**config.mk**
```make
export PLATFORM = sky130hd
export DESIGN_NAME = nonpreemptive_priority_scheduler_unit_flat
export DESIGN_NICKNAME = d
export VERILOG_FILES = /design/src/hdl/nps_pkg.sv /design/src/hdl/nps_if.sv /design/src/hdl/nps_ram.sv /design/src/hdl/nps_ctrl.sv /design/src/hdl/nonpreemptive_priority_scheduler_unit.sv /design/src/flat_wrapper.sv
export SDC_FILE = /design/constraint.sdc
export NUM_CORES = 1
export LEC_CHECK = 0
export BUFFER_PORTS_ARGS = -buffer_cell sky130_fd_sc_hd__buf_2
export CAP_MARGIN = 10
export CORE_MARGIN = 3
export CORE_UTILIZATION = 50
export CTS_BUF_LIST = sky130_fd_sc_hd__clkbuf_8
export CTS_CLUSTER_DIAMETER = 200
export DETAILED_ROUTE_END_ITERATION = 8
export PLACE_DENSITY = 0.69
export SLEW_MARGIN = 20
export SYNTH_ARGS = -nofsm -noshare
export SYNTH_HDL_FRONTEND = slang
export SYNTH_HIERARCHICAL = 1
export SYNTH_SLANG_ARGS = --single-unit
```
**constraint.sdc**
```tcl
create_clock -name clk -period 4.6 [get_ports clk]
set_input_delay 0.23 -clock clk [delete_from_list [all_inputs] [get_ports clk]]
set_output_delay 0.23 -clock clk [all_outputs]
set_load 0.02 [all_outputs]
```
**src/hdl/nps_pkg.sv**
```systemverilog
`timescale 1ns / 1ps
`default_nettype none

package nps_pkg;

  localparam int SLOTS      = 16;
  localparam int BURST_BITS = 16;
  localparam int IDX_W      = $clog2(SLOTS);
  localparam int CNT_W      = $clog2(SLOTS + 1);
  localparam int ENTRY_W    = 4 + 8 + BURST_BITS;

  localparam logic OP_ARRIVE = 1'b0;
  localparam logic OP_TICK   = 1'b1;

  typedef enum logic [1:0] {
    ST_RAN     = 2'd0,
    ST_IDLE    = 2'd1,
    ST_QUEUED  = 2'd2,
    ST_REFUSED = 2'd3
  } status_t;

  typedef enum logic [2:0] {
    S_WAIT,
    S_SCAN,
    S_FETCH,
    S_RUN,
    S_SHIFT,
    S_DONE
  } state_t;

  typedef struct packed {
    logic [3:0]            id;
    logic [7:0]            prio;
    logic [BURST_BITS-1:0] left;
  } entry_t;

  typedef struct packed {
    logic               we;
    logic [IDX_W-1:0]   waddr;
    logic [ENTRY_W-1:0] wdata;
    logic [IDX_W-1:0]   raddr;
  } ram_req_t;

  typedef struct packed {
    status_t     status;
    logic [3:0]  running_id;
    logic        finished;
    logic [31:0] time_now;
  } result_t;

endpackage

`default_nettype wire

```
**src/hdl/nps_if.sv**
```systemverilog
`timescale 1ns / 1ps
`default_nettype none

interface nps_in_if;
  logic        valid;
  logic        ready;
  logic        op;
  logic [3:0]  process_id;
  logic [7:0]  priority_req;
  logic [15:0] burst;

  modport source (output valid, op, process_id, priority_req, burst, input ready);
  modport sink   (input valid, op, process_id, priority_req, burst, output ready);
endinterface

interface nps_out_if;
  logic        valid;
  logic        ready;
  logic [1:0]  status;
  logic [3:0]  running_id;
  logic        finished;
  logic [31:0] time_now;

  modport source (output valid, status, running_id, finished, time_now, input ready);
  modport sink   (input valid, status, running_id, finished, time_now, output ready);
endinterface

`default_nettype wire

```
**src/hdl/nps_ram.sv**
```systemverilog
`timescale 1ns / 1ps
`default_nettype none

module nps_ram #(
  parameter int WIDTH = 8,
  parameter int DEPTH = 16
) (
  input  wire logic                     clk,
  input  wire logic                     we,
  input  wire logic [$clog2(DEPTH)-1:0] waddr,
  input  wire logic [WIDTH-1:0]         wdata,
  input  wire logic [$clog2(DEPTH)-1:0] raddr,
  output logic      [WIDTH-1:0]         rdata
);

  logic [WIDTH-1:0] mem [DEPTH];

  always_ff @(posedge clk) begin
    if (we) begin
      mem[waddr] <= wdata;
    end
    rdata <= mem[raddr];
  end

endmodule

`default_nettype wire

```
**src/hdl/nps_ctrl.sv**
```systemverilog
`timescale 1ns / 1ps
`default_nettype none

module nps_ctrl
  import nps_pkg::*;
(
  input  wire logic               clk,
  input  wire logic               rst,
  nps_in_if.sink                  in_ch,
  output ram_req_t                ram_req,
  input  wire logic [ENTRY_W-1:0] ram_rdata,
  output result_t                 res,
  output logic                    res_valid,
  input  wire logic               res_take
);

  state_t                state, state_next;
  logic [CNT_W-1:0]      count, count_next;
  logic                  busy, busy_next;
  logic [IDX_W-1:0]      run_slot, run_slot_next;
  logic [31:0]           cur_time, cur_time_next;
  logic [IDX_W-1:0]      scan_idx, scan_idx_next;
  logic [IDX_W-1:0]      best_slot, best_slot_next;
  logic [7:0]            best_prio, best_prio_next;
  logic [IDX_W-1:0]      sh_idx, sh_idx_next;
  result_t               res_next;
  entry_t                rd_entry;
  logic [31:0]           burst_wide;
  logic [BURST_BITS-1:0] burst_eff;
  logic [BURST_BITS-1:0] left_new;
  logic [IDX_W-1:0]      pick;

  assign rd_entry   = entry_t'(ram_rdata);
  assign burst_wide = 32'(in_ch.burst);
  assign burst_eff  = burst_wide[BURST_BITS-1:0];
  assign left_new   = rd_entry.left - BURST_BITS'(1);

  assign in_ch.ready = (state == S_WAIT);
  assign res_valid   = (state == S_DONE);

  always_ff @(posedge clk) begin
    if (rst) begin
      state    <= S_WAIT;
      count    <= '0;
      busy     <= 1'b0;
      run_slot <= '0;
      cur_time <= '0;
    end else begin
      state    <= state_next;
      count    <= count_next;
      busy     <= busy_next;
      run_slot <= run_slot_next;
      cur_time <= cur_time_next;
    end
    scan_idx  <= scan_idx_next;
    best_slot <= best_slot_next;
    best_prio <= best_prio_next;
    sh_idx    <= sh_idx_next;
    res       <= res_next;
  end

  always_comb begin
    state_next     = state;
    count_next     = count;
    busy_next      = busy;
    run_slot_next  = run_slot;
    cur_time_next  = cur_time;
    scan_idx_next  = scan_idx;
    best_slot_next = best_slot;
    best_prio_next = best_prio;
    sh_idx_next    = sh_idx;
    res_next       = res;
    pick           = best_slot;
    ram_req.we     = 1'b0;
    ram_req.waddr  = run_slot;
    ram_req.wdata  = ram_rdata;
    ram_req.raddr  = '0;

    case (state)
      S_WAIT: begin
        ram_req.raddr = busy ? run_slot : '0;
        if (in_ch.valid) begin
          if (in_ch.op == OP_ARRIVE) begin
            if (burst_eff == '0 || count == CNT_W'(SLOTS)) begin
              res_next = '{ST_REFUSED, 4'd0, 1'b0, cur_time};
            end else begin
              ram_req.we    = 1'b1;
              ram_req.waddr = count[IDX_W-1:0];
              ram_req.wdata = {in_ch.process_id, in_ch.priority_req, burst_eff};
              count_next    = count + CNT_W'(1);
              res_next      = '{ST_QUEUED, 4'd0, 1'b0, cur_time};
            end
            state_next = S_DONE;
          end else begin
            cur_time_next = cur_time + 32'd1;
            if (busy) begin
              state_next = S_RUN;
            end else if (count == '0) begin
              res_next   = '{ST_IDLE, 4'd0, 1'b0, cur_time + 32'd1};
              state_next = S_DONE;
            end else begin
              scan_idx_next = '0;
              state_next    = S_SCAN;
            end
          end
        end
      end

      S_SCAN: begin
        ram_req.raddr = IDX_W'({1'b0, scan_idx} + (IDX_W + 1)'(1));
        if (scan_idx == '0 || rd_entry.prio < best_prio) begin
          best_prio_next = rd_entry.prio;
          best_slot_next = scan_idx;
          pick           = scan_idx;
        end
        if (CNT_W'(scan_idx) + CNT_W'(1) == count) begin
          busy_next     = 1'b1;
          run_slot_next = pick;
          state_next    = S_FETCH;
        end else begin
          scan_idx_next = scan_idx + IDX_W'(1);
        end
      end

      S_FETCH: begin
        ram_req.raddr = run_slot;
        state_next    = S_RUN;
      end

      S_RUN: begin
        ram_req.raddr = IDX_W'({1'b0, run_slot} + (IDX_W + 1)'(1));
        res_next = '{ST_RAN, rd_entry.id, (left_new == '0), cur_time};
        if (left_new == '0) begin
          busy_next     = 1'b0;
          run_slot_next = '0;
          count_next    = count - CNT_W'(1);
          if (CNT_W'(run_slot) + CNT_W'(1) < count) begin
            sh_idx_next = run_slot;
            state_next  = S_SHIFT;
          end else begin
            state_next = S_DONE;
          end
        end else begin
          ram_req.we    = 1'b1;
          ram_req.waddr = run_slot;
          ram_req.wdata = {rd_entry.id, rd_entry.prio, left_new};
          state_next    = S_DONE;
        end
      end

      S_SHIFT: begin
        ram_req.raddr = IDX_W'({1'b0, sh_idx} + (IDX_W + 1)'(2));
        ram_req.we    = 1'b1;
        ram_req.waddr = sh_idx;
        ram_req.wdata = ram_rdata;
        if (CNT_W'(sh_idx) + CNT_W'(1) == count) begin
          state_next = S_DONE;
        end else begin
          sh_idx_next = sh_idx + IDX_W'(1);
        end
      end

      S_DONE: begin
        if (res_take) begin
          state_next = S_WAIT;
        end
      end

      default: begin
        state_next = S_WAIT;
      end
    endcase
  end

endmodule

`default_nettype wire

```
**src/hdl/nonpreemptive_priority_scheduler_unit.sv**
```systemverilog
`timescale 1ns / 1ps
`default_nettype none

// channel | dir | word                                          | handshake
// in_ch   | in  | op, process_id, priority_req, burst            | valid/ready
// out_ch  | out | status, running_id, finished, time_now        | valid/ready
//
// one item at a time; arrival and idle tick go through S_DONE to the output register
// tick on a running job: ready list ram read, update, result
// tick that selects a job: one ram read per queued entry, then fetch, run, result
// a finishing job shifts each later entry down one slot to close the gap in the ram
// synchronous reset empties the list and clears time; no clearing pass
// a result waiting in the output register does not block the next word, only the next result

module nonpreemptive_priority_scheduler_unit
  import nps_pkg::*;
(
  input  wire logic clk,
  input  wire logic rst,
  nps_in_if.sink    in_ch,
  nps_out_if.source out_ch
);

  ram_req_t         ram_req;
  logic [ENTRY_W-1:0] ram_rdata;
  result_t          res;
  logic             res_valid;
  logic             res_take;
  logic             out_valid;
  result_t          out_word;

  nps_ram #(
    .WIDTH(ENTRY_W),
    .DEPTH(SLOTS)
  ) u_ram (
    .clk  (clk),
    .we   (ram_req.we),
    .waddr(ram_req.waddr),
    .wdata(ram_req.wdata),
    .raddr(ram_req.raddr),
    .rdata(ram_rdata)
  );

  nps_ctrl u_ctrl (
    .clk      (clk),
    .rst      (rst),
    .in_ch    (in_ch),
    .ram_req  (ram_req),
    .ram_rdata(ram_rdata),
    .res      (res),
    .res_valid(res_valid),
    .res_take (res_take)
  );

  assign res_take = res_valid && (!out_valid || out_ch.ready);

  always_ff @(posedge clk) begin
    if (rst) begin
      out_valid <= 1'b0;
    end else if (res_take) begin
      out_valid <= 1'b1;
    end else if (out_ch.ready) begin
      out_valid <= 1'b0;
    end
    if (res_take) begin
      out_word <= res;
    end
  end

  assign out_ch.valid      = out_valid;
  assign out_ch.status     = out_word.status;
  assign out_ch.running_id = out_word.running_id;
  assign out_ch.finished   = out_word.finished;
  assign out_ch.time_now   = out_word.time_now;

endmodule

`default_nettype wire

```
**src/flat_wrapper.sv**
```systemverilog
// flat-port wrapper written by rule: the top's interface ports become plain ports
module nonpreemptive_priority_scheduler_unit_flat import nps_pkg::*;
  (clk, rst, in_ch_valid, in_ch_op, in_ch_process_id, in_ch_priority_req, in_ch_burst, in_ch_ready, out_ch_valid, out_ch_status, out_ch_running_id, out_ch_finished, out_ch_time_now, out_ch_ready);
  nps_in_if in_ch_i ();
  nps_out_if out_ch_i ();
  input  wire logic clk;
  input  wire logic rst;
  input wire logic [$bits(in_ch_i.valid)-1:0] in_ch_valid;
  input wire logic [$bits(in_ch_i.op)-1:0] in_ch_op;
  input wire logic [$bits(in_ch_i.process_id)-1:0] in_ch_process_id;
  input wire logic [$bits(in_ch_i.priority_req)-1:0] in_ch_priority_req;
  input wire logic [$bits(in_ch_i.burst)-1:0] in_ch_burst;
  output wire logic [$bits(in_ch_i.ready)-1:0] in_ch_ready;
  output wire logic [$bits(out_ch_i.valid)-1:0] out_ch_valid;
  output wire logic [$bits(out_ch_i.status)-1:0] out_ch_status;
  output wire logic [$bits(out_ch_i.running_id)-1:0] out_ch_running_id;
  output wire logic [$bits(out_ch_i.finished)-1:0] out_ch_finished;
  output wire logic [$bits(out_ch_i.time_now)-1:0] out_ch_time_now;
  input wire logic [$bits(out_ch_i.ready)-1:0] out_ch_ready;
  assign in_ch_i.valid = in_ch_valid;
  assign in_ch_i.op = in_ch_op;
  assign in_ch_i.process_id = in_ch_process_id;
  assign in_ch_i.priority_req = in_ch_priority_req;
  assign in_ch_i.burst = in_ch_burst;
  assign in_ch_ready = in_ch_i.ready;
  assign out_ch_valid = out_ch_i.valid;
  assign out_ch_status = out_ch_i.status;
  assign out_ch_running_id = out_ch_i.running_id;
  assign out_ch_finished = out_ch_i.finished;
  assign out_ch_time_now = out_ch_i.time_now;
  assign out_ch_i.ready = out_ch_ready;
  nonpreemptive_priority_scheduler_unit u_core (.clk(clk), .rst(rst), .in_ch(in_ch_i), .out_ch(out_ch_i));
endmodule
```
Word level (Yosys, flattened, before mapping)

Memory sizes are Yosys's and may differ from the RTL's. A register that Yosys moved wholly into a read port is not among the register bits.
Index checks and enable logic that the tools add are counted.

Memory bits (writable): 448
Flip-flop bits (word level): 144
Logic and storage cells: 126
Memories: 1

Multiplexer cells: 49
Reductions and logical operators: 23
Equal/unequal tests: 23
$lt $le $gt $ge: 2
$add $sub $neg: 10

Memory list:

| memory           | depth | bits a word | read ports | clocked after Yosys merged registers in | wr ports | line          | source |
|---|---|---|---|---|---|---|---|
| u_core.u_ram.mem | 16    | 28          | 1          | 1                                       | 1        | nps_ram.sv:16 | `logic [WIDTH-1:0] mem [DEPTH];` |

Operators with widths:

| kind                                                | number |
|---|---|
| 2-to-1 mux 39 bit                                   | 4 |
| 2-to-1 mux 33 bit                                   | 4 |
| one-hot mux 33 bit (3 select lines)                 | 1 |
| one-hot mux 39 bit (2 select lines)                 | 1 |
| 2-to-1 mux 4 bit                                    | 12 |
| 2-to-1 mux 38 bit                                   | 1 |
| adder 32 x 1 -> 32 bit (second input constant)      | 1 |
| logical NOT 16 bit                                  | 2 |
| inequality test 2 bit (second input constant)       | 13 |
| one-hot mux 4 bit (2 select lines)                  | 3 |
| 2-to-1 mux 3 bit                                    | 7 |
| 2-to-1 mux 5 bit                                    | 4 |
| one-hot mux 4 bit (5 select lines)                  | 1 |
| one-hot mux 3 bit (6 select lines)                  | 1 |
| subtractor 16 x 1 -> 16 bit (second input constant) | 1 |
| adder 4 x 1 -> 5 bit (second input constant)        | 3 |
| AND reduction 4 bit                                 | 3 |
| == test 5 bit                                       | 2 |
| one-hot mux 5 bit (2 select lines)                  | 1 |
| nonzero test 2 bit                                  | 5 |
| adder 4 x 1 -> 4 bit (second input constant)        | 2 |
| less-than comparator 8 bit                          | 1 |
| 2-to-1 mux 1 bit                                    | 8 |
| == test 3 x 2 -> 1 bit (second input constant)      | 2 |
| other kinds (20)                                    | 24 |

Depth between registers and ports, before layout

Gate-level depths: netlist of run 1.

Depth in word-level cells: 8
Mapped depth: 13

Cells and area by module

The synthesis of run 1 kept the hierarchy.

Modules (own cells, without submodules):

| module                                | area each (um^2) | times used | sequential area each (um^2) | cells an instance |
|---|---|---|---|---|
| nps_ram                               | 17,533.1         | 1          | 14,013.4                    | 735 |
| nps_ctrl                              | 6,536.3          | 1          | 2,672.6                     | 741 |
| nonpreemptive_priority_scheduler_unit | 1,226.2          | 1          | 1,191.1                     | 44 |

Worst setup path before layout of run 1

No wires, ideal clock.

Kind: register to register
Start point: register u_core.u_ram.rdata[0] (read register of u_core.u_ram.mem)
End point: memory u_core/u_ram/mem[0][0] (netlist name) (enable)
Buffers on the path: 1
Data required time: 4.152 ns
Slack: -0.100 ns
Period minus slack after synthesis: 4.700 ns
Arrival: 4.252 ns
Setup time: 0.448 ns
Cell stages (with the launch flop): 12
Path through: dfxtp_1 buf_2 inv_1 ha_1 nor3b_1 nand4_1 xor2_1 nand4_1 and2_1 nand2b_1 or3b_2 nor3_1

RTL lines:

| what               | line          | source |
|---|---|---|
| start: declaration | nps_ram.sv:13 | `output logic [WIDTH-1:0] rdata` |
| end: declaration   | nps_ram.sv:16 |  |

==> results of run 1 <==
-- sequential cells by signal (all words and copies together), names as in the netlist --
signal	flops
u_core/u_ctrl/scan_idx	4
u_core/u_ctrl/best_slot	4
u_core/u_ctrl/sh_idx	4
u_core/u_ctrl/state	3
u_core/u_ctrl/count	5
u_core/out_ch.time_now	32
u_core/out_ch.status	2
u_core/u_ctrl/busy	1
u_core/out_ch.finished	1
u_core/u_ctrl/res	39
u_core/u_ctrl/run_slot	4
u_core/u_ram/rdata	28
u_core/out_ch.running_id	4
u_core/out_ch.valid	1
u_core/u_ctrl/cur_time	32
u_core/u_ram/mem	448
u_core/u_ctrl/best_prio	8
-- stage by stage --
stage / instance area [um^2] / setup WS [ps] / cells / power, mW / util [%]
6_report: 28600 / 480 / 2417 / 18.6 / 57.8
2_1_floorplan: 25300 / 245 / 1520 / 12.4 / -
3_5_place_dp: 26700 / 620 / 2234 / 14.4 / 54.0
5_1_grt: 28600 / 236 / 2417 / 19.5 / 57.8
3_3_place_gp: 26700 / 740 / 2234 / 14.3 / 54.0
4_1_cts: 28600 / 578 / 2417 / 18.8 / 57.8
-- cells in the mapped netlist (all sizes together) (4+ instances only) --
library cell,instances,share of area [%]
xor2,33,1.1
buf,26,0.98
nand3,34,0.67
nand3b,6,0.18
a2111oi,4,0.21
a21oi,34,0.69
mux4,112,10
o211ai,7,0.21
nor3,30,0.67
a31oi,6,0.15
nor2b,4,0.099
ha,22,1.1
edfxtp,546,65
nand2b,13,0.35
or4,4,0.13
xnor2,37,1.3
o22ai,9,0.22
and3,7,0.17
a21o,8,0.24
nor4,9,0.28
nand4,15,0.43
a22oi,58,1.7
and4,7,0.25
nor3b,4,0.12
o21ai,35,0.69
nor2,83,1.2
dfxtp,74,5.9
clkbuf,46,0.69
and2,9,0.23
or3,17,0.44
nand2,129,1.9
inv,36,0.53
or2,5,0.12
-- what timing repair did --
| action | in CTS | in global routing |
|---|---|---|
| endpoints found under the hold margin | 3 | 0 |
| hold buffers | 3 | 0 |
| endpoints found under the setup margin | 0 | 0 |
-- final cells by class --
class | instances | area (um^2)
well taps | 664 | 831
fillers | 3759 | 20900
multi-input cells | 792 | 7030
flip-flops and latches | 620 | 17900
repair buffers | 125 | 851
clock buffers | 100 | 1380
inverters | 36 | 135
clock inverters | 80 | 464
-- worst max-delay path: stages, from the launching register on --
cell and delay, ps:
dfxtp_1 420, inv_1 120, ha_1 310, o21ba_2 200, o41ai_1 340, nand3_1 180
nand4_1 300, and2_1 230, nand2b_1 180, or3b_2 600, nor3_4 600, buf_4 310
-- path summary, 6_finish.rpt --
path / endpoint / from / slack (ps) / cells past startpoint
worst max-delay path: u_core/u_ram/mem[0][24] / u_core/u_ram/rdata[0] / 480 / 11
worst min-delay path: u_core/u_ram/mem[12][6] / in_ch_burst[6] / 110 / 4
worst max register to register: u_core/u_ram/mem[0][24] / u_core/u_ram/rdata[0] / 480 / 11
worst min register to register: u_core/out_ch.time_now[0] / u_core/u_ctrl/res[0] / 410 / 0
-- cells by family after synthesis --
| family | Yosys count |
|---|---|
| AND/OR/NAND/NOR | 383 |
| multiplexers | 116 |
| adder cells (fa/ha/maj) | 23 |
| XOR/XNOR | 70 |
| AO/OA/AOI/OAI | 200 |
| buffers and inverters | 108 |
| flip-flops | 620 |
-- routing by layer --
metal / track usage (%) / up-vias
li1: - / 6323
met1: 28.0 / 7164
met2: 35.7 / 486
met3: 3.54 / 98
met4: 7.40 / 0
met5: 0 / -
-- power by group through the flow --
stage	sequential (mW)	combinational, mW	clock [mW]
floorplan	8.24	4.13	0
global placement	8.35	5.93	0
detailed placement	8.39	6.00	0
CTS	8.28	6.01	4.47
global route	8.36	6.40	4.74
finish	8.28	5.92	4.35
-- layout by cell type, fill, tap and decap left out, types with 34 or more instances in the layout --
cell | netlist | final
dfxtp_1 | 74 | 74
buf_4 | 0 | 42
nand2_1 | 129 | 129
edfxtp_1 | 546 | 546
xnor2_1 | 37 | 37
buf_2 | 11 | 73
mux4_2 | 94 | 94
nor2_1 | 83 | 68
a22oi_1 | 58 | 58
nand3_1 | 34 | 34
inv_1 | 35 | 67
clkbuf_8 | 0 | 100
==> results.py, run 1 <==
metrics = {
    "synth": {
        "ys_ff_latch": 620,
        "yosysSeqAreaShare_pct": 70.7,
        "synth_compound_area_share_pct": 5.57,
        "synth_cell_types": 83,
        "synthesis.nets": 1576,
        "synth-xor-area-share_pct": 2.42,
        "synth_area_mm2": 0.0253,
        "synth_top_family_by_area": "multiplexers",
        "muxShareOfSynthArea_pct": 10.4,
        "synth_fa_ha_area_share_pct": 1.17,
        "yosysWarningCount": 6,
        "synthSimpleGateAreaFrac_pct": 7.55,
        "synth_edf_count": 546,
        "postSynthAreaPerCell_um2": 16.6,
        "async_flop_share_pct": 0,
        "ys_dominant_reg_cell": "edfxtp_1",
        "synth_cells": 1520,
    },
    "timing": {
        "tns_ps": 0,
        "holdWs_ps": 109,
        "post-route-min-period_ps": 4120,
        "slew_headroom_pct": 28.4,
        "clock_skew_ps": 54.4,
        "tightestPinTransition_ps": 1070,
        "finalMaxSlewViolations": 0,
        "rsz0062_at_grt": "no",
        "finalSetupViolCount": 0,
        "fmax_mhz": 243,
        "hold_viol_final": 0,
        "period_share_pct": 89.6,
    },
    "floorplanning": {
        "fp.dieW_um": 231,
        "fp-row-count": 81,
        "ioPinCount": 74,
        "start_util_pct": 51.1,
        "die_h_um": 231,
        "core_mm2": 0.0495,
        "die_area_mm2": 0.0533,
    },
    "drt": {
        "wl_per_cell_um": 23.0,
        "highest_layer": "met4",
        "viasPerCell": 5.82,
        "drc": 0,
        "drtIter0Drc": 1300,
        "vias": 14100,
        "wl_mm": 55.5,
        "dr.pass1.iters": 5,
        "wl_met1_mm": 22.8,
        "dr_wl_met2_mm": 28.4,
        "postRouteAntennaNets": 0,
        "dr_wl_met3_mm": 2.96,
    },
    "run_status": {
        "status": "finished, final reports clean",
    },
    "grt": {
        "track_usage_pct": 21.1,
        "grt_pass1_vias": 14100,
        "grt_pass1_wl_mm": 84.9,
        "antenna_found_initial": 0,
        "grt_max_degree": 47,
        "overflow": 0,
    },
    "place": {
        "port-buffer-count": 73,
        "dpl.hpwl_mm": 34.9,
        "gp_congestion": 0.883,
    },
    "power": {
        "p_per_area_mw_per_mm2": 649,
        "p_seq_share_pct": 44.6,
        "p_int_mw": 12.3,
        "ir_drop_mv": 0.399,
        "power_frac_clock_pct": 23.4,
        "combPwrFrac_pct": 31.9,
        "p_leak_nw": 9.63,
        "switching_share_pct": 33.8,
        "power_switching_mw": 6.27,
    },
    "clock_network": {
        "cts.sinks": 620,
        "cts_buffers": 97,
        "root_buffer": "clkbuf_8",
        "h-tree-depth": 3,
        "ctsResizeCount": 0,
        "cts_tree": "built",
        "clockBufferDepth": 3,
        "clock_latency_ps": 710,
        "post_cts_buffers": 0,
        "clk_pin_slew_ps": 60,
    },
    "job": {
        "cap_violations": 0,
    },
    "layout": {
        "diodes": 0,
        "drive_gt1_share_pct": 22.5,
        "fin_nets": 1728,
        "area_growth_pct": 12.9,
    },
    "worst_setup_path": {
        "worstPathMaxFanout": 12,
        "crit_required_ps": 4990,
        "path_class": "reg -> reg",
        "worstPathArrival_ps": 4510,
        "startpoint_type": "flop",
        "endpoint_kind": "flop",
    },
    "worst_hold_path": {
        "hold_path_class": "in -> reg",
    },
}
No activity file was read; power rests on OpenSTA's default activity.
==> inputs of run 2 (changes only) <==
BUFFER_PORTS_ARGS = not set   (was -buffer_cell sky130_fd_sc_hd__buf_2)
DONT_BUFFER_PORTS = 1   (was not set)
PLACE_DENSITY = 0.68   (was 0.69)
==> run 2 against run 1 <==
- global-route usage about the same
- total power is 0.27% higher
- worst hold slack got worse by 20 ps
- first-iteration DRC count decreased by 8.8%
- sequential share of layout area grew 0.68 points
- sequential power grew 1%
- via count decreased by 0.67%
- final cell count is 3.0% lower
- wire length shrank 0.26%
- maximum frequency rose by 5.3%
- critical endpoint is now u_core/u_ram/mem[1][13]
==> results.py, run 2 (synthesis gave the netlist of run 1 again) <==
metrics = {
    "worst_setup_path": {
        "r2r_end": "u_core/u_ram/mem[1][13]",
        "worstPathArrival_ps": 4290,
        "r2r-start": "u_core/u_ram/rdata[0]",
        "ff2ff_setup_slack_ps": 690,
        "r2r.worst_path.cells": 11,
        "endpoint_kind": "flop",
        "endpoint": "u_core/u_ram/mem[1][13]",
        "path_class": "reg -> reg",
        "cp-startpoint": "u_core/u_ram/rdata[0]",
        "startpoint_type": "flop",
        "worstPathMaxFanout": 19,
        "crit_required_ps": 4980,
    },
    "clock_network": {
        "cts.sinks": 620,
        "post_cts_buffers": 0,
        "cts_buffers": 96,
        "root_buffer": "clkbuf_8",
        "ctsResizeCount": 0,
        "h-tree-depth": 3,
        "clockBufferDepth": 3,
        "hold_buffers": 8,
        "clock_latency_ps": 680,
        "clk_pin_slew_ps": 60,
        "cts_tree": "built",
    },
    "drt": {
        "wl_per_cell_um": 23.6,
        "drc": 0,
        "drtIter0Drc": 1186,
        "dr.pass1.iters": 5,
        "viasPerCell": 5.96,
        "vias": 14000,
        "wl_mm": 55.4,
        "postRouteAntennaNets": 0,
    },
    "run_status": {
        "status": "finished, final reports clean",
    },
    "layout": {
        "final_common_cell": "edfxtp_1",
        "fin_nets": 1658,
        "drive_gt1_share_pct": 18.9,
        "area_growth_pct": 11.7,
        "largestRegisters": "u_core/u_ram/mem x448, u_core/u_ctrl/res x39",
        "largest_register": "u_core/u_ram/mem",
        "mostFrequentLayoutCells": "edfxtp_1 (546), nand2_1 (129), clkbuf_8 (103), mux4_2 (94), dfxtp_1 (74)",
        "largest_reg_flops": 448,
        "fill_cells": 3841,
        "diodes": 0,
    },
    "grt": {
        "grt_pass1_wl_mm": 85.5,
        "grt_pass1_vias": 14100,
        "grt_max_degree": 47,
        "track_usage_pct": 21.1,
        "antenna_found_initial": 3,
        "overflow": 0,
    },
    "timing": {
        "tightestPinTransition_ps": 1000,
        "hold_viol_final": 0,
        "clock_skew_ps": 27.6,
        "finalMaxSlewViolations": 0,
        "period_share_pct": 85.0,
        "finalSetupViolCount": 0,
        "post-route-min-period_ps": 3910,
        "rsz0062_at_grt": "no",
        "fmax_mhz": 256,
        "slew_headroom_pct": 32.8,
        "tns_ps": 0,
        "fin_ws_ps": 689,
    },
    "floorplanning": {
        "start_util_pct": 51.1,
        "fp.dieW_um": 231,
        "ioPinCount": 74,
        "die_h_um": 231,
        "core_mm2": 0.0495,
        "fp-row-count": 81,
        "die_area_mm2": 0.0533,
    },
    "place": {
        "dp_slack_ps": 651,
        "port-buffer-count": 0,
        "gp_congestion": 0.902,
        "dpl.hpwl_mm": 35.3,
    },
    "job": {
        "cap_violations": 0,
    },
    "power": {
        "p_per_area_mw_per_mm2": 658,
        "p_leak_nw": 9.37,
        "ir_drop_mv": 0.356,
    },
    "worst_hold_path": {
        "hold_path_class": "in -> reg",
    },
}
run 2: cell types whose count changed in the layout (fill, tap and decap cells not counted), sizes merged:
| cell | before | now |
|---|---|---|
| buf | 122 | 49 |
| clkbuf | 100 | 103 |
| dlygate4sd3 | 3 | 7 |
| clkinv | 38 | 31 |
| clkinvlp | 1 | 0 |
| inv | 74 | 75 |
run 2: cell type report:
class | instances | area (um^2) | area share, %
clock buffer | 103 | 1420 | 5.02
sequential | 620 | 17900 | 63.3
timing repair buffer | 56 | 546 | 1.93
inverter | 36 | 135 | 0.478
tap | 664 | 831 | 2.94
multi-input combinational | 792 | 7030 | 24.9
clock inverter | 73 | 422 | 1.49
run 2: worst min path at each step:
stage / from / to / slack (ps) / cells past startpoint
final: in_ch_op / u_core/u_ctrl/cur_time[14] / 90 / 5
after global placement: rst / u_core/out_ch.valid / 300 / 1
after global routing: in_ch_burst[6] / u_core/u_ram/mem[3][6] / 80 / 3
after detailed placement: rst / u_core/out_ch.valid / 300 / 1
after CTS: in_ch_op / u_core/u_ctrl/cur_time[10] / 20 / 4
after floorplan: rst / u_core/out_ch.valid / 290 / 1
run 2: power by group:
part / switching (mW) / internal [mW] / leakage [nW] / total [mW]
Clock: 2.09 / 2.25 / 1.08 / 4.34
Sequential: 0.562 / 7.84 / 5.59 / 8.40
Combinational: 3.63 / 2.23 / 2.70 / 5.86
run 2: per-stage QoR:
step	hold slack, ps	util, %	std cells	total power [mW]	cell area (um^2)
floorplan	292	-	1520	12.4	25300
global placement	297	53.2	2159	14.2	26300
detailed placement	301	53.2	2159	14.3	26300
CTS	15.5	57.1	2343	18.7	28200
global route	77.0	57.1	2344	19.6	28300
finish	89.0	57.1	2344	18.6	28300
run 2: routing by layer:
metal  up-vias  wire, um  track usage, %
met5         -        17               0
met4         2      1330            7.42
met3        89      3950            4.54
met2       531     27000            33.9
met1      7172     23100            28.9
li1       6183         -               -
run 2: worst max-delay path: stages, from the launching register on:
cell and delay [ps]:
dfxtp_1 390, inv_1 110, ha_1 280, nor3b_1 210, nand4_1 220, xor2_1 250
nand4_1 290, and2_1 250, nand2b_1 190, or3b_2 600, nor2_4 550, buf_4 270
==> inputs of run 3 (changes only) <==
ABC_AREA = 1   (was not set)
==> run 3 against run 2 <==
- via count rose by 45%
- count of clock-buffer cells in the layout up 14
- cell area is 12% higher
- first-iteration DRC count rose by 69%
- total power up 11%
- sequential power grew 3.1%
- final cell count rose by 64%
- setup slack improved by 150 ps
- critical endpoint is now u_core/u_ram/mem[5][9]
- highest routed layer unchanged
==> results.py, run 3 <==
metrics = {
    "grt": {
        "overflow": 0,
        "antenna_found_initial": 2,
        "grt_max_degree": 225,
        "grt_pass1_wl_mm": 110,
        "track_usage_pct": 23.5,
        "grt_pass1_vias": 19600,
    },
    "worst_setup_path": {
        "ff2ff_setup_slack_ps": 830,
        "worstPathMaxFanout": 19,
        "worstPathArrival_ps": 4110,
        "r2r_end": "u_core/u_ram/mem[5][9]",
        "r2r-start": "u_core/u_ctrl/count[0]",
        "crit_required_ps": 4940,
        "endpoint": "u_core/u_ram/mem[5][9]",
        "cp-startpoint": "u_core/u_ctrl/count[0]",
        "r2r.worst_path.cells": 15,
        "endpoint_kind": "flop",
        "startpoint_type": "flop",
        "path_class": "reg -> reg",
    },
    "synth": {
        "synthTopCellsByArea": "edfxtp_1 (57%), nand2_1 (11%), nand3_1 (7.4%), inv_1 (6.6%), dfxtp_1 (5.2%)",
        "async_flop_share_pct": 0,
        "yosysWarningCount": 6,
        "yosysSeqAreaShare_pct": 62.6,
        "yosysTopAreaCellShare_pct": 57.4,
        "synth_most_common_cell": "nand2_1",
        "synth_cell_types": 51,
        "yosys.area.top_type": "edfxtp_1",
        "synth_edf_count": 546,
        "ys_ff_latch": 620,
        "synthesis.nets": 3043,
        "synth_cells": 2987,
        "ys_dominant_reg_cell": "edfxtp_1",
        "postSynthAreaPerCell_um2": 9.56,
        "synth_common_cells": "nand2_1 (870), edfxtp_1 (546), inv_1 (504)",
        "synth_area_mm2": 0.0286,
    },
    "power": {
        "p_leak_nw": 13.5,
        "p_int_mw": 12.5,
        "p_per_area_mw_per_mm2": 654,
        "power_switching_mw": 8.22,
        "p_seq_share_pct": 41.8,
        "power_frac_clock_pct": 22.5,
        "switching_share_pct": 39.7,
        "combPwrFrac_pct": 35.7,
        "finalPower_mw": 20.7,
        "ir_drop_mv": 0.527,
    },
    "layout": {
        "diodes": 0,
        "largest_register": "u_core/u_ram/mem",
        "drive_gt1_share_pct": 8.93,
        "fill_cells": 4766,
        "largestRegisters": "u_core/u_ram/mem x448, u_core/u_ctrl/res x39",
        "largest_reg_flops": 448,
        "final_common_cell": "nand2_1",
        "mostFrequentLayoutCells": "nand2_1 (870), edfxtp_1 (546), inv_1 (538), nand3_1 (421), clkbuf_8 (117)",
        "stdcell_area_mm2": 0.0317,
        "instances_no_fill": 3850,
        "fin_nets": 3072,
        "final_core_util_pct": 56.7,
        "area_growth_pct": 10.9,
    },
    "clock_network": {
        "post_cts_buffers": 0,
        "clockBufferDepth": 3,
        "cts_tree": "built",
        "h-tree-depth": 3,
        "hold_buffers": 11,
        "ctsResizeCount": 0,
        "cts_buffers": 99,
        "cts.sinks": 620,
        "root_buffer": "clkbuf_8",
        "clock_latency_ps": 700,
        "clk_pin_slew_ps": 60,
    },
    "floorplanning": {
        "start_util_pct": 51.1,
        "fp.dieW_um": 245,
        "ioPinCount": 74,
        "core_mm2": 0.0558,
        "die_area_mm2": 0.0600,
        "fp-row-count": 86,
        "die_h_um": 245,
    },
    "timing": {
        "post-route-min-period_ps": 3770,
        "fmax_mhz": 266,
        "tns_ps": 0,
        "rsz0062_at_grt": "no",
        "slew_headroom_pct": 25.0,
        "clock_skew_ps": 36.1,
        "finalMaxSlewViolations": 0,
        "period_share_pct": 81.9,
        "finalSetupViolCount": 0,
        "hold_viol_final": 0,
        "fin_ws_ps": 834,
        "tightestPinTransition_ps": 1120,
        "holdWs_ps": 86.5,
    },
    "drt": {
        "drtIter0Drc": 2005,
        "drc": 0,
        "wl_mm": 70.5,
        "viasPerCell": 5.28,
        "vias": 20300,
        "dr.pass1.iters": 6,
        "postRouteAntennaNets": 0,
        "wl_per_cell_um": 18.3,
    },
    "worst_hold_path": {
        "worstHoldStart": "in_ch_valid",
        "hold_path_class": "in -> reg",
        "hold_depth": 4,
    },
    "job": {
        "cap_violations": 0,
    },
    "place": {
        "dpl.hpwl_mm": 42.8,
        "gp_congestion": 0.920,
        "placedCellCount": 3651,
        "place_area_mm2": 0.0295,
        "port-buffer-count": 0,
        "dp_slack_ps": 929,
    },
    "run_status": {
        "status": "finished, final reports clean",
    },
}
==> run 3: worst max-delay path, cell delays in order (launching register included) <==
cell and delay (ps):
dfxtp_1 390, nor4_2 330, nand2_1 200, nand2_2 250
inv_2 90, nand3_2 100, nor2_2 50, inv_1 50
buf_4 200, nand2_1 130, o21ai_0 340, inv_1 100
nor2_1 120, nand2_1 250, nor2_4 380, buf_4 420
==> run 3: cell families after synthesis <==
group / share of synthesized area [%]
and+or+nand+nor: 22.6
buffers and inverters: 9.22
DFF: 62.6
AOI/OAI and AO/OA: 3.53
xor gates and xnor gates: 1.01
adders and majority gates: 1.03
==> run 3: power groups by stage <==
| stage | Sequential, mW | Clock (mW) | Combinational, mW |
|---|---|---|---|
| after floorplan | 8.50 | 0 | 5.17 |
| after global placement | 8.74 | 0 | 7.14 |
| after detailed placement | 8.77 | 0 | 7.29 |
| after CTS | 8.66 | 4.78 | 7.34 |
| after global routing | 8.74 | 5.03 | 8.22 |
| final | 8.66 | 4.67 | 7.41 |
==> run 3: metal layers <==
metal	vias to the layer above	share of wire, %	track usage, %
met5	-	0.034	0
li1	9798	-	-
met3	132	8.3	4.23
met4	4	2.8	8.86
met2	856	45	36.9
met1	9519	44	32.8
==> run 3: final cells by class <==
type / count / area [um^2] / share of cell area [%]
Clock inverter: 70 / 400 / 1.26
Timing Repair Buffer: 55 / 671 / 2.12
Clock buffer: 117 / 1610 / 5.08
Sequential cell: 620 / 17900 / 56.4
Multi-Input combinational cell: 1719 / 8230 / 26.0
Inverter: 521 / 1960 / 6.19
Tap cell: 748 / 936 / 2.95
==> run 3: worst min path at each step <==
stage / to / slack [ps]
floorplan: u_core/out_ch.valid / 290
global placement: u_core/out_ch.valid / 300
detailed placement: u_core/out_ch.valid / 300
CTS: u_core/u_ctrl/state[1] / 20
global route: u_core/u_ctrl/res[37] / 80
finish: u_core/u_ctrl/state[1] / 90
